File: src/hw/rtl/boot_frame_receiver_core_assert.svh
// assertion helpers for the boot frame receiver
// each check is clocked on clk and held off while rst is high
`ifndef BOOT_FRAME_RECEIVER_CORE_ASSERT_SVH
`define BOOT_FRAME_RECEIVER_CORE_ASSERT_SVH

// same-cycle implication
`define BFR_ASSERT_NOW(lbl, ante, cons, msg) \
  lbl: assert property (@(posedge clk) disable iff (rst) (ante) |-> (cons)) \
    else $error(msg);

// next-cycle implication
`define BFR_ASSERT_NEXT(lbl, ante, cons, msg) \
  lbl: assert property (@(posedge clk) disable iff (rst) (ante) |=> (cons)) \
    else $error(msg);

`endif

File: src/hw/rtl/bfr_pkg.sv
package bfr_pkg;

  localparam logic [7:0] START_BYTE      = 8'h7E;
  localparam logic [7:0] HANDSHAKE_BYTE  = 8'hA8;
  localparam logic [7:0] HANDSHAKE_REPLY = 8'h57;

  localparam int unsigned KEEP_DEPTH = 3;

  // header walk: command, three address bytes, two length bytes, then payload
  localparam logic [2:0] POS_COMMAND   = 3'd0;
  localparam logic [2:0] POS_ADDR_HI   = 3'd1;
  localparam logic [2:0] POS_ADDR_MID  = 3'd2;
  localparam logic [2:0] POS_ADDR_LO   = 3'd3;
  localparam logic [2:0] POS_LEN_HI    = 3'd4;
  localparam logic [2:0] POS_LEN_LO    = 3'd5;
  localparam logic [2:0] POS_PAYLOAD   = 3'd6;

  typedef enum logic [1:0] {
    EVT_HANDSHAKE = 2'd0,
    EVT_FRAME_OK  = 2'd1,
    EVT_SUM_ERROR = 2'd2
  } event_kind_t;

  typedef struct packed {
    event_kind_t kind;
    logic [7:0]  reply;
    logic [7:0]  command;
    logic [23:0] address;
    logic [15:0] length;
    logic [7:0]  payload0;
    logic [7:0]  payload1;
    logic [7:0]  payload2;
  } frame_event_t;

endpackage

File: src/hw/rtl/boot_frame_receiver_core.sv
// boot frame receiver: one serial byte per beat, at most one event beat out
// an event beat is registered from its byte: in the output register, or in the skid register on a stall
// throughput: one input beat per cycle while skid is empty; state update and event build are one pass
// an output register plus a skid register keep input flowing while out_ready is low
// reset (rst, synchronous, active high) drops out of any frame, clears all header
// state and the running sum, and empties both output registers
`include "boot_frame_receiver_core_assert.svh"

module boot_frame_receiver_core
  import bfr_pkg::*;
(
  input  logic        clk,
  input  logic        rst,
  input  logic        in_valid,
  output logic        in_ready,
  input  logic [7:0]  rx_byte,
  output logic        out_valid,
  input  logic        out_ready,
  output logic [1:0]  event_kind,
  output logic [7:0]  reply_byte,
  output logic [7:0]  frame_command,
  output logic [23:0] frame_address,
  output logic [15:0] frame_length,
  output logic [7:0]  payload_first,
  output logic [7:0]  payload_second,
  output logic [7:0]  payload_third
);

  // frame parser state
  logic        in_frame, in_frame_next;
  logic [2:0]  header_position, header_position_next;
  logic [7:0]  captured_command, captured_command_next;
  logic [23:0] captured_address, captured_address_next;
  logic [15:0] captured_length, captured_length_next;
  logic [15:0] payload_count, payload_count_next;
  logic [7:0]  running_sum, running_sum_next;
  logic [7:0]  kept_payload [KEEP_DEPTH];
  logic [7:0]  kept_payload_next [KEEP_DEPTH];

  // output side: presented beat and one skid slot
  logic         out_full;
  frame_event_t out_q;
  logic         skid_full;
  frame_event_t skid_q;

  logic         accept;
  logic         res_valid;
  frame_event_t res;

  // skid slot empty means any result of this beat has a home
  assign in_ready = !skid_full;
  assign accept   = in_valid && in_ready;

  // parser: next state and the event of the current byte
  always_comb begin
    in_frame_next         = in_frame;
    header_position_next  = header_position;
    captured_command_next = captured_command;
    captured_address_next = captured_address;
    captured_length_next  = captured_length;
    payload_count_next    = payload_count;
    running_sum_next      = running_sum;
    for (int i = 0; i < KEEP_DEPTH; i++) begin
      kept_payload_next[i] = kept_payload[i];
    end
    res_valid    = 1'b0;
    res.kind     = EVT_HANDSHAKE;
    res.reply    = 8'h00;
    res.command  = captured_command;
    res.address  = captured_address;
    res.length   = captured_length;
    res.payload0 = kept_payload[0];
    res.payload1 = kept_payload[1];
    res.payload2 = kept_payload[2];

    if (!in_frame) begin
      if (rx_byte == START_BYTE) begin
        // open a frame with a clean header
        in_frame_next         = 1'b1;
        header_position_next  = POS_COMMAND;
        captured_command_next = 8'h00;
        captured_address_next = 24'h000000;
        captured_length_next  = 16'h0000;
        payload_count_next    = 16'h0000;
        running_sum_next      = 8'h00;
        for (int i = 0; i < KEEP_DEPTH; i++) begin
          kept_payload_next[i] = 8'h00;
        end
      end else if (rx_byte == HANDSHAKE_BYTE) begin
        // handshake answers with the reply byte, frame fields zero
        res_valid    = 1'b1;
        res.kind     = EVT_HANDSHAKE;
        res.reply    = HANDSHAKE_REPLY;
        res.command  = 8'h00;
        res.address  = 24'h000000;
        res.length   = 16'h0000;
        res.payload0 = 8'h00;
        res.payload1 = 8'h00;
        res.payload2 = 8'h00;
      end
    end else if (header_position == POS_PAYLOAD) begin
      if (payload_count < captured_length) begin
        for (int i = 0; i < KEEP_DEPTH; i++) begin
          if (payload_count == 16'(i)) begin
            kept_payload_next[i] = rx_byte;
          end
        end
        payload_count_next = payload_count + 16'd1;
        running_sum_next   = running_sum + rx_byte;
      end else begin
        // checksum byte closes the frame
        in_frame_next        = 1'b0;
        header_position_next = POS_COMMAND;
        res_valid            = 1'b1;
        if (running_sum != rx_byte) begin
          res.kind         = EVT_SUM_ERROR;
          running_sum_next = 8'h00;
        end else begin
          res.kind = EVT_FRAME_OK;
        end
      end
    end else begin
      unique case (header_position)
        POS_COMMAND:  captured_command_next = rx_byte;
        POS_ADDR_HI:  captured_address_next = {rx_byte, 16'h0000};
        POS_ADDR_MID: captured_address_next = {captured_address[23:16], rx_byte,
                                               captured_address[7:0]};
        POS_ADDR_LO:  captured_address_next = {captured_address[23:8], rx_byte};
        POS_LEN_HI:   captured_length_next  = {rx_byte, 8'h00};
        POS_LEN_LO: begin
          captured_length_next = {captured_length[15:8], rx_byte};
          payload_count_next   = 16'h0000;
        end
        default: ;
      endcase
      running_sum_next     = running_sum + rx_byte;
      header_position_next = header_position + 3'd1;
    end
  end

  // parser registers
  always_ff @(posedge clk) begin
    if (rst) begin
      in_frame         <= 1'b0;
      header_position  <= POS_COMMAND;
      captured_command <= 8'h00;
      captured_address <= 24'h000000;
      captured_length  <= 16'h0000;
      payload_count    <= 16'h0000;
      running_sum      <= 8'h00;
      for (int i = 0; i < KEEP_DEPTH; i++) begin
        kept_payload[i] <= 8'h00;
      end
    end else if (accept) begin
      in_frame         <= in_frame_next;
      header_position  <= header_position_next;
      captured_command <= captured_command_next;
      captured_address <= captured_address_next;
      captured_length  <= captured_length_next;
      payload_count    <= payload_count_next;
      running_sum      <= running_sum_next;
      for (int i = 0; i < KEEP_DEPTH; i++) begin
        kept_payload[i] <= kept_payload_next[i];
      end
    end
  end

  // output register with skid slot
  always_ff @(posedge clk) begin
    if (rst) begin
      out_full  <= 1'b0;
      skid_full <= 1'b0;
    end else if (out_full && !out_ready) begin
      // presented beat stalls; park a new event in the skid slot
      if (accept && res_valid) begin
        skid_full <= 1'b1;
        skid_q    <= res;
      end
    end else if (skid_full) begin
      // in_ready is low here, so no new event competes
      out_full  <= 1'b1;
      out_q     <= skid_q;
      skid_full <= 1'b0;
    end else begin
      out_full <= accept && res_valid;
      if (accept && res_valid) begin
        out_q <= res;
      end
    end
  end

  assign out_valid      = out_full;
  assign event_kind     = out_q.kind;
  assign reply_byte     = out_q.reply;
  assign frame_command  = out_q.command;
  assign frame_address  = out_q.address;
  assign frame_length   = out_q.length;
  assign payload_first  = out_q.payload0;
  assign payload_second = out_q.payload1;
  assign payload_third  = out_q.payload2;

  // checks
  `BFR_ASSERT_NOW(a_skid_behind_out, skid_full, out_full,
    "skid slot holds a beat while the output register is empty")
  `BFR_ASSERT_NOW(a_idle_position, !in_frame, header_position == POS_COMMAND,
    "header position not reset outside a frame")
  `BFR_ASSERT_NOW(a_position_range, in_frame, header_position <= POS_PAYLOAD,
    "header position beyond payload phase")
  `BFR_ASSERT_NEXT(a_frame_end, accept && in_frame && res_valid, !in_frame,
    "frame still open after its closing event")

endmodule

File: config.mk
export PLATFORM = sky130hd
export DESIGN_NAME = boot_frame_receiver_core
export DESIGN_NICKNAME = d
export VERILOG_FILES = /design/src/hw/rtl/bfr_pkg.sv /design/src/hw/rtl/boot_frame_receiver_core.sv
export VERILOG_INCLUDE_DIRS = /design/src /design/src/hw/rtl
export SDC_FILE = /design/constraint.sdc
export NUM_CORES = 1
export LEC_CHECK = 0
export BUFFER_PORTS_ARGS = -buffer_cell sky130_fd_sc_hd__buf_4
export CAP_MARGIN = 20
export CELL_PAD_IN_SITES_DETAIL_PLACEMENT = 0
export CELL_PAD_IN_SITES_GLOBAL_PLACEMENT = 1
export CORE_ASPECT_RATIO = 0.7
export CORE_MARGIN = 5
export CORE_UTILIZATION = 52
export CTS_CLUSTER_SIZE = 16
export DETAILED_ROUTE_END_ITERATION = 8
export GPL_ROUTABILITY_DRIVEN = 0
export HOLD_SLACK_MARGIN = 0.15
export PLACE_DENSITY_LB_ADDON = 0.1
export SETUP_SLACK_MARGIN = 0.15
export SYNTH_ARGS = -nofsm -noshare
export SYNTH_HDL_FRONTEND = slang
export SYNTH_SLANG_ARGS = --single-unit
export TNS_END_PERCENT = 30
File: constraint.sdc
create_clock -name clk -period 28.1 [get_ports clk]
set_clock_uncertainty 0.2 [all_clocks]
set_input_delay 1.405 -clock clk [delete_from_list [all_inputs] [get_ports clk]]
set_output_delay 1.405 -clock clk [all_outputs]
set_load 0.005 [all_outputs]
Word-level counts from Yosys, hierarchy flattened:

Memories as Yosys holds them, arrays and structs flattened.
Index checks and enable logic that the tools add are counted.

* flip-flop bits (word level): 242
* latch bits: 0
* bits in writable memories: 24
* ROM bits: 0
* output and inout bits: 84
* word-level logic and storage cells: 142
* memories kept: 1

* add/sub/neg operators: 3
* $mul: 0
* div/mod/pow operators: 0
* $lt $le $gt $ge: 1
* eq/ne operators: 25
* shift operators: 0
* mux-type cells: 58
* bitwise logic cells: 5
* reductions and logical operators: 21

Memories
* kept_payload: depth 3, width 8, read ports 3, clocked after Yosys merged registers in 0, write ports 3, RTL line boot_frame_receiver_core.sv:37 `logic [7:0] kept_payload [KEEP_DEPTH];`

Operator list (number)
* two-way mux 24 bit: 7
* two-way mux 82 bit: 2
* two-way mux 79 bit: 2
* two-way mux 16 bit: 7
* two-way mux 8 bit: 14
* two-way mux 80 bit: 1
* one-hot mux 24 bit (3 select lines): 1
* one-hot mux 16 bit (2 select lines): 1
* adder 16 x 1 -> 16 bit (second input constant): 1
* == test 16 x 1 -> 1 bit (second input constant): 1
* == test 16 x 2 -> 1 bit (second input constant): 1
* logical NOT 16 bit: 1
* less-than comparator 16 bit: 1
* two-way mux 1 bit: 15
* AND reduction 5 bit: 3
* two-way mux 3 bit: 4
* inequality test 3 x 1 -> 1 bit (second input constant): 4
* AND reduction 3 bit: 4
* AND reduction 4 bit: 3
* == test 3 bit (second input constant): 3
* adder 8 bit: 1
* == test 8 x 7 -> 1 bit (second input constant): 1
* == test 8 bit (second input constant): 1
* two-way mux 2 bit: 4
* other kinds (17): 30

Depth between registers and ports, before layout:

Gate-level depths: netlist of the first run.

* depth after elaboration: 7
* gate-level depth with buffers: 10

Least setup slack after synthesis of the first run:

Ideal clock, no wire load.

* kind: input -> register
* start point: input rx_byte[0]
* end point: register skid_q[0] (netlist bit), enable pin
* arrival time: 9.911 ns
* required time: 27.181 ns
* slack: 17.270 ns
* cell stages on the path: 5
* path buffers: 1
* path through: and4bb_2 -> nand3_1 -> clkbuf_1 -> o21ai_0 -> nor4b_1

* cells in the longest elaborated chain, start to end: 6

Ends and longest elaborated chain
* from (decl): RTL line boot_frame_receiver_core.sv:16 `input logic [7:0] rx_byte,`
* == test 8 bit: RTL line boot_frame_receiver_core.sv:89 `end else if (rx_byte == HANDSHAKE_BYTE) begin`
* two-way mux 1 bit: RTL line boot_frame_receiver_core.sv:89
* two-way mux 1 bit *: RTL line boot_frame_receiver_core.sv:77 `if (rx_byte == START_BYTE) begin`
* two-way mux 1 bit *: RTL line boot_frame_receiver_core.sv:76 `if (!in_frame) begin`
* logical AND 1 bit *: RTL line boot_frame_receiver_core.sv:175 `if (accept && res_valid) begin`
* AND reduction 3 bit (no line) *
* to (signal assigned): RTL line boot_frame_receiver_core.sv:177 `skid_q <= res;`
* to (decl): RTL line boot_frame_receiver_core.sv:44 `frame_event_t skid_q;`

Mark *: on every way between the ends. The rest lies on a longest branch, timed or not.
A chain may end at the register's enable or synchronous reset.

==> impl_metrics.json, run 1 <==
{
  "r2r-end": "kept_payload[0][3]",
  "cts_setup_buffers": 0,
  "synth.top_cells.by_area": "edfxtp_1 48%, dfxtp_1 14%, mux2_2 5.9%",
  "drt_wl_total_mm": 23.83,
  "yosys-top-cells-count": "174 x edfxtp_1, 108 x nor2_1, 78 x dfxtp_1, 69 x and2_1, 58 x mux2_2",
  "vias": 7041,
  "fmax_mhz": 275.8,
  "cp_max_fo": 11,
  "syn_area_um2": 10990,
  "leakage_uw": 0.004657,
  "path_clk_slew_ns": 0.06,
  "hold_viol": 0,
  "end_kind": "register",
  "synth_edf_count": 174,
  "die_h_um": 131.6,
  "slew_headroom_pct": 31.86,
  "rsz0062_at_grt": "no",
  "syn_area_per_cell_um2": 12.26,
  "min_from": "captured_address[3]",
  "critical_path.startpoint_type": "register",
  "fillers": 1647,
  "first_pass_iters": 5,
  "hold_path_depth": 2,
  "grt_pass1_wl_mm": 37.51,
  "cts_tree": "built",
  "fin_ws_ns": 24.47,
  "total_power_uw": 727.2,
  "powerDensity_nw_per_um2": 57.55,
  "synth_top_flop_cell": "edfxtp_1",
  "grt_max_degree": 65,
  "instances_no_fill": 1267,
  "area_delta_synth_final_pct": 14.99,
  "r2r_slack_ns": 24.47,
  "setup_viol": 0,
  "ys_seq_elements": 252,
  "antenna_cells": 0,
  "finalCritPeriodShare_pct": 12.90,
  "wl_per_cell_um": 18.81,
  "yosys.area.top_type": "edfxtp_1",
  "gr-total-overflow": 0,
  "critical_path_class": "register to register",
  "ir_drop_mv": 0.04410,
  "pin_count": 96,
  "hpwlAfterDp_mm": 16.55,
  "num_rows": 44,
  "route.detailed.drc": 0,
  "r2r-start": "captured_length[14]",
  "drive_above_1_share_pct": 21.29,
  "pre_cts_ws_ns": 24.06,
  "hold_path_end": "captured_address[3]",
  "ctsResizeCount": 0,
  "slew_viol_final": 0,
  "avgViaCountPerCell": 5.557,
  "tightest_slew_ns": 1.022,
  "post-route-min-period_ns": 3.626,
  "start_util_pct": 52.95,
  "synth_top_area_share_pct": 47.55,
  "drtIter0Drc": 653,
  "synth-seq-area-share_pct": 61.76,
  "grt_pass1_vias": 6779,
  "rr_worst_depth": 10,
  "cts_hold_buffers": 0,
  "port_buffers": 92,
  "dp.cells": 1223,
  "synth_cell_types": 68,
  "final_nets": 1013,
  "fin_tns_setup_ns": 0,
  "insertion_delay_ns": 0.52,
  "ctsLongestPathBuffers": 3,
  "synthCells": 896,
  "die_area_um2": 24190,
  "maxCapViolations": 0,
  "fin_util_pct": 60.89,
  "coreArea_um2": 20750,
  "status": "finished, final reports clean",
  "antenna_found_initial": 0,
  "hold_path_class": "register to register",
  "gr-usage-all-layers_pct": 19.12,
  "drtAntennaViolNets": 0,
  "dieWidth_um": 183.8,
  "ys_warn_count": 0,
  "crit_arrival_ns": 3.56,
  "root_buffer": "clkbuf_16",
  "crit_required_ns": 28.03,
  "cts.htree.levels": 1,
  "async_flop_share_pct": 0,
  "synth_most_common_cell": "edfxtp_1",
  "numCtsBuffers": 24,
  "cts.sinks": 252
}
cells by family (layout without fill, tap and decap cells):
group	Yosys count	count (layout)	share of synthesized area, %
other	1	3	0.03412
buffers and inverters	82	175	3.404
and+or+nand+nor	308	308	14.23
xor gates and xnor gates	14	14	1.116
AOI/OAI and AO/OA	122	122	7.435
adders and majority gates	28	28	3.256
muxes	89	89	8.767
DFF	252	252	61.76
flip-flops by register name (all words and copies together), names as in the netlist:
register,flops
frame_command,8
running_sum,8
skid_q,75
payload_second,8
kept_payload,24
frame_address,24
skid_full,1
payload_count,16
payload_third,8
captured_length,16
captured_command,8
event_kind,2
frame_length,16
in_frame,1
out_valid,1
reply_byte,1
payload_first,8
captured_address,24
header_position,3
how the worst max path moves through the flow:
stage / startpoint / cells past startpoint / endpoint / slack [ns]
after floorplan: rx_byte[0] / 5 / skid_q[0] / 17.27
after global placement: rx_byte[0] / 7 / frame_address[21] / 24.23
after detailed placement: rx_byte[4] / 8 / running_sum[7] / 24.06
after CTS: captured_length[14] / 10 / kept_payload[0][2] / 24.56
after global routing: captured_length[10] / 10 / kept_payload[0][5] / 24.26
final: captured_length[14] / 10 / kept_payload[0][3] / 24.47
layout by cell type, fill, tap and decap left out, types with 3 or more instances in the layout:
cell type,instances
buf_4,102
dfxtp_1,78
conb_1,3
xnor2_1,6
a21o_1,5
clkbuf_16,24
nand3_1,9
or4_1,6
o31ai_1,21
nand4_1,12
clkinv_1,6
nor2b_1,9
nor3_1,7
a31oi_1,13
a211oi_1,3
nand2_1,45
o21ai_0,20
xor2_1,8
edfxtp_1,174
and3_1,6
nor4_1,7
clkbuf_1,6
nor2_1,108
mux2_2,58
and2_1,69
a21oi_1,34
nand2b_1,12
bufinv_16,3
a22o_1,3
ha_1,27
mux2i_1,31
inv_1,28
o21a_1,3
stage by stage:
stage / hold WS, ns / area (um^2)
CTS: 0.2655 / 12640
global route: 0.2880 / 12640
floorplan: 0.2291 / 11000
global placement: 0.2581 / 11850
finish: 0.2644 / 12640
detailed placement: 0.2550 / 11850
worst max-delay path, stage by stage (launching register included):
cell,delay [ns]
dfxtp_1,0.30
inv_1,0.20
ha_1,0.30
a21oi_1,0.17
and2b_1,0.21
a311oi_2,0.28
o21ai_0,0.13
buf_4,0.19
o21ai_0,0.15
a41oi_1,0.21
a21oi_1,0.88
final cells by class:
class | instances | area [um^2] | area share, %
inverter | 29 | 108.9 | 0.8614
clock inverter | 13 | 146.4 | 1.158
sequential | 252 | 6787 | 53.70
multi-input combinational | 564 | 3847 | 30.45
timing repair buffer | 102 | 765.7 | 6.059
tap | 276 | 345.3 | 2.733
clock buffer | 31 | 636.9 | 5.040
metal layers:
| layer | vias to the layer above | wire length (um) | track usage, % |
|---|---|---|---|
| li1 | 3372 | - | - |
| met2 | 226 | 10270 | 28.07 |
| met1 | 3413 | 11660 | 29.97 |
| met4 | 0 | 327 | 3.530 |
| met5 | - | 0 | 0 |
| met3 | 30 | 1580 | 3.591 |
where the power goes:
part	switching, uW	leakage (uW)	total, uW	internal (uW)
registers	0.318	0.00227	395	394
logic	7.61	0.00201	11.4	3.81
clock network	133	0.000377	321	188
total	141	0.00466	727	586
(Power assumes the default switching activity.)
==> run 2: changes to the inputs <==
--- a/config.mk
+++ b/config.mk
@@ -12,7 +12,7 @@
 export CELL_PAD_IN_SITES_GLOBAL_PLACEMENT = 1
 export CORE_ASPECT_RATIO = 0.7
 export CORE_MARGIN = 5
-export CORE_UTILIZATION = 52
+export CORE_UTILIZATION = 44
 export CTS_CLUSTER_SIZE = 16
 export DETAILED_ROUTE_END_ITERATION = 8
 export GPL_ROUTABILITY_DRIVEN = 0
==> constraint.sdc (replaced) <==
create_clock -name clk -period 3 [get_ports clk]
set_clock_uncertainty 0.2 [all_clocks]
set_input_delay 0.15 -clock clk [delete_from_list [all_inputs] [get_ports clk]]
set_output_delay 0.15 -clock clk [all_outputs]
set_load 0.005 [all_outputs]
==> run 2 against run 1 <==
  * Highest routed layer unchanged
  * Critical endpoint is now kept_payload[0][17]
  * Fmax rose by 29%
  * Clock-buffer cell count decreased by 3
  * First-iteration DRC count is 23% lower
  * Worst setup slack got worse by 24 ns
  * Power grew to 10 times the previous value
  * Routed wire length rose by 8.3%
  * Combinational power rose to 11 times the previous value
  * Utilization decreased by 6.4 points
  * Final cell count rose by 8.1%
  * Global-route usage is 1.3 points lower
  * Die area up 17%
  * Flip-flop and latch count unchanged
==> impl_metrics.json, run 2 (same netlist as run 1, synthesis figures left out) <==
{
  "status": "finished, final reports clean",
  "hpwlAfterDp_mm": 17.81,
  "powerDensity_nw_per_um2": 549.5,
  "cts.htree.levels": 1,
  "post-route-min-period_ns": 2.800,
  "maxCapViolations": 0,
  "crit_arrival_ns": 2.83,
  "gr-total-overflow": 0,
  "hold_path_class": "register to register",
  "gr-usage-all-layers_pct": 17.79,
  "crit_family": "compound AO/OA/AOI/OAI gates",
  "ctsLongestPathBuffers": 3,
  "crit_required_ns": 3.03,
  "pin_count": 96,
  "ir_drop_mv": 0.4636,
  "vias": 7067,
  "numCtsBuffers": 26,
  "instances_no_fill": 1370,
  "slowest_stage": "a311oi_2",
  "die_area_um2": 28290,
  "regMostFlops": "skid_q",
  "fmax_mhz": 357.2,
  "root_buffer": "clkbuf_16",
  "start_util_pct": 44.63,
  "layout_commonest_cell": "edfxtp_1",
  "cts_tree": "built",
  "wl_per_cell_um": 18.84,
  "slew_headroom_pct": 45.28,
  "crit_path_start": "captured_length[12]",
  "hold_viol": 0,
  "route.detailed.drc": 0,
  "drtAntennaViolNets": 0,
  "cts.sinks": 252,
  "antenna_cells": 0,
  "grt_max_degree": 67,
  "r2r-start": "captured_length[12]",
  "fin_ws_ns": 0.2001,
  "finalCritPeriodShare_pct": 93.33,
  "layout_common_cells": "174 x edfxtp_1, 137 x buf_4, 108 x nor2_1",
  "critical_path.startpoint_type": "register",
  "dp.cells": 1306,
  "fin_tns_setup_ns": 0,
  "placed_area_um2": 12280,
  "final_nets": 1065,
  "min_from": "captured_address[4]",
  "cp_slowest_stage_delay_ns": 0.34,
  "area_delta_synth_final_pct": 22.12,
  "dieWidth_um": 198.9,
  "fin_area_um2": 13420,
  "worstPathCellList": "inv_1 -> ha_1 -> or2_1 -> a311oi_2 -> o21ai_1 -> o21ai_0 -> a41oi_1 -> a21oi_1 -> buf_4",
  "path_buf_inv": 2,
  "critical_path_class": "register to register",
  "end_kind": "register",
  "cp_max_fo": 8,
  "drtIter0Drc": 506,
  "port_buffers": 92,
  "slew_viol_final": 0,
  "pre_cts_ws_ns": 0.1336,
  "largest_reg_flops": 75,
  "setup_viol": 0,
  "insertion_delay_ns": 0.53,
  "grt_pass1_vias": 6537,
  "leakage_uw": 0.005031,
  "avgViaCountPerCell": 5.158,
  "rsz0062_at_grt": "yes",
  "num_rows": 48,
  "path_clk_slew_ns": 0.06,
  "grt_pass1_wl_mm": 39.66,
  "drt_wl_total_mm": 25.81,
  "total_power_uw": 7374,
  "first_pass_iters": 4,
  "tightest_slew_ns": 0.8208,
  "coreArea_um2": 24620,
  "drive_above_1_share_pct": 27.27,
  "antenna_found_initial": 0,
  "die_h_um": 142.2
}
[run 2: final cells by class]
cell class | instances | area, um^2
Fill cell | 2169 | 11200
Sequential cell | 252 | 6797
Multi-Input combinational cell | 564 | 3945
Timing Repair Buffer | 152 | 1214
Clock buffer | 28 | 658.1
Tap cell | 325 | 406.6
Clock inverter | 20 | 291.5
Inverter | 29 | 108.9
[run 2: worst register-to-register path: cells and delay by family (launching register included)]
family                     cells  cell delay (ns)
buffers and inverters          2             0.28
DFF                            1             0.31
and+or+nand+nor                1             0.24
adders and majority gates      1             0.31
AOI/OAI and AO/OA              5             1.16
[run 2: path summary, 6_finish.rpt]
path,endpoint,cells past startpoint,slack (ns)
hold reg to reg,captured_address[4],2,0.27
hold / removal,captured_address[4],2,0.27
setup / recovery,kept_payload[0][17],9,0.20
setup reg to reg,kept_payload[0][17],9,0.20
[run 2: metal layers]
| layer | global-route usage [%] | up-vias | part of all wire [%] |
|---|---|---|---|
| met5 | 0 | - | 0 |
| met4 | 3.417 | 0 | 1.6 |
| met3 | 2.863 | 26 | 4.9 |
| met2 | 22.95 | 155 | 39 |
| met1 | 30.81 | 3412 | 55 |
| li1 | - | 3474 | - |
[run 2: what timing repair did]
item                                    4_1_cts  5_1_grt
buffers inserted                              0        3
gates cloned                                  0        1
resized for setup                             3        7
endpoints found under the setup margin       29      168
pin swaps                                     0        3
hold endpoints to repair                     89        0
hold buffers                                 12        0
[run 2: through the flow]
stage	utilization, %	hold WS (ns)
2_1_floorplan	-	0.1079
3_3_place_gp	49.88	0.2416
3_5_place_dp	49.88	0.2543
4_1_cts	54.28	0.2692
5_1_grt	54.50	0.3020
6_report	54.50	0.2663
[run 2: power breakdown]
part | switching [uW] | internal [uW]
clock | 1350 | 2200
combinational | 78.4 | 51.1
sequential | 3.48 | 3690
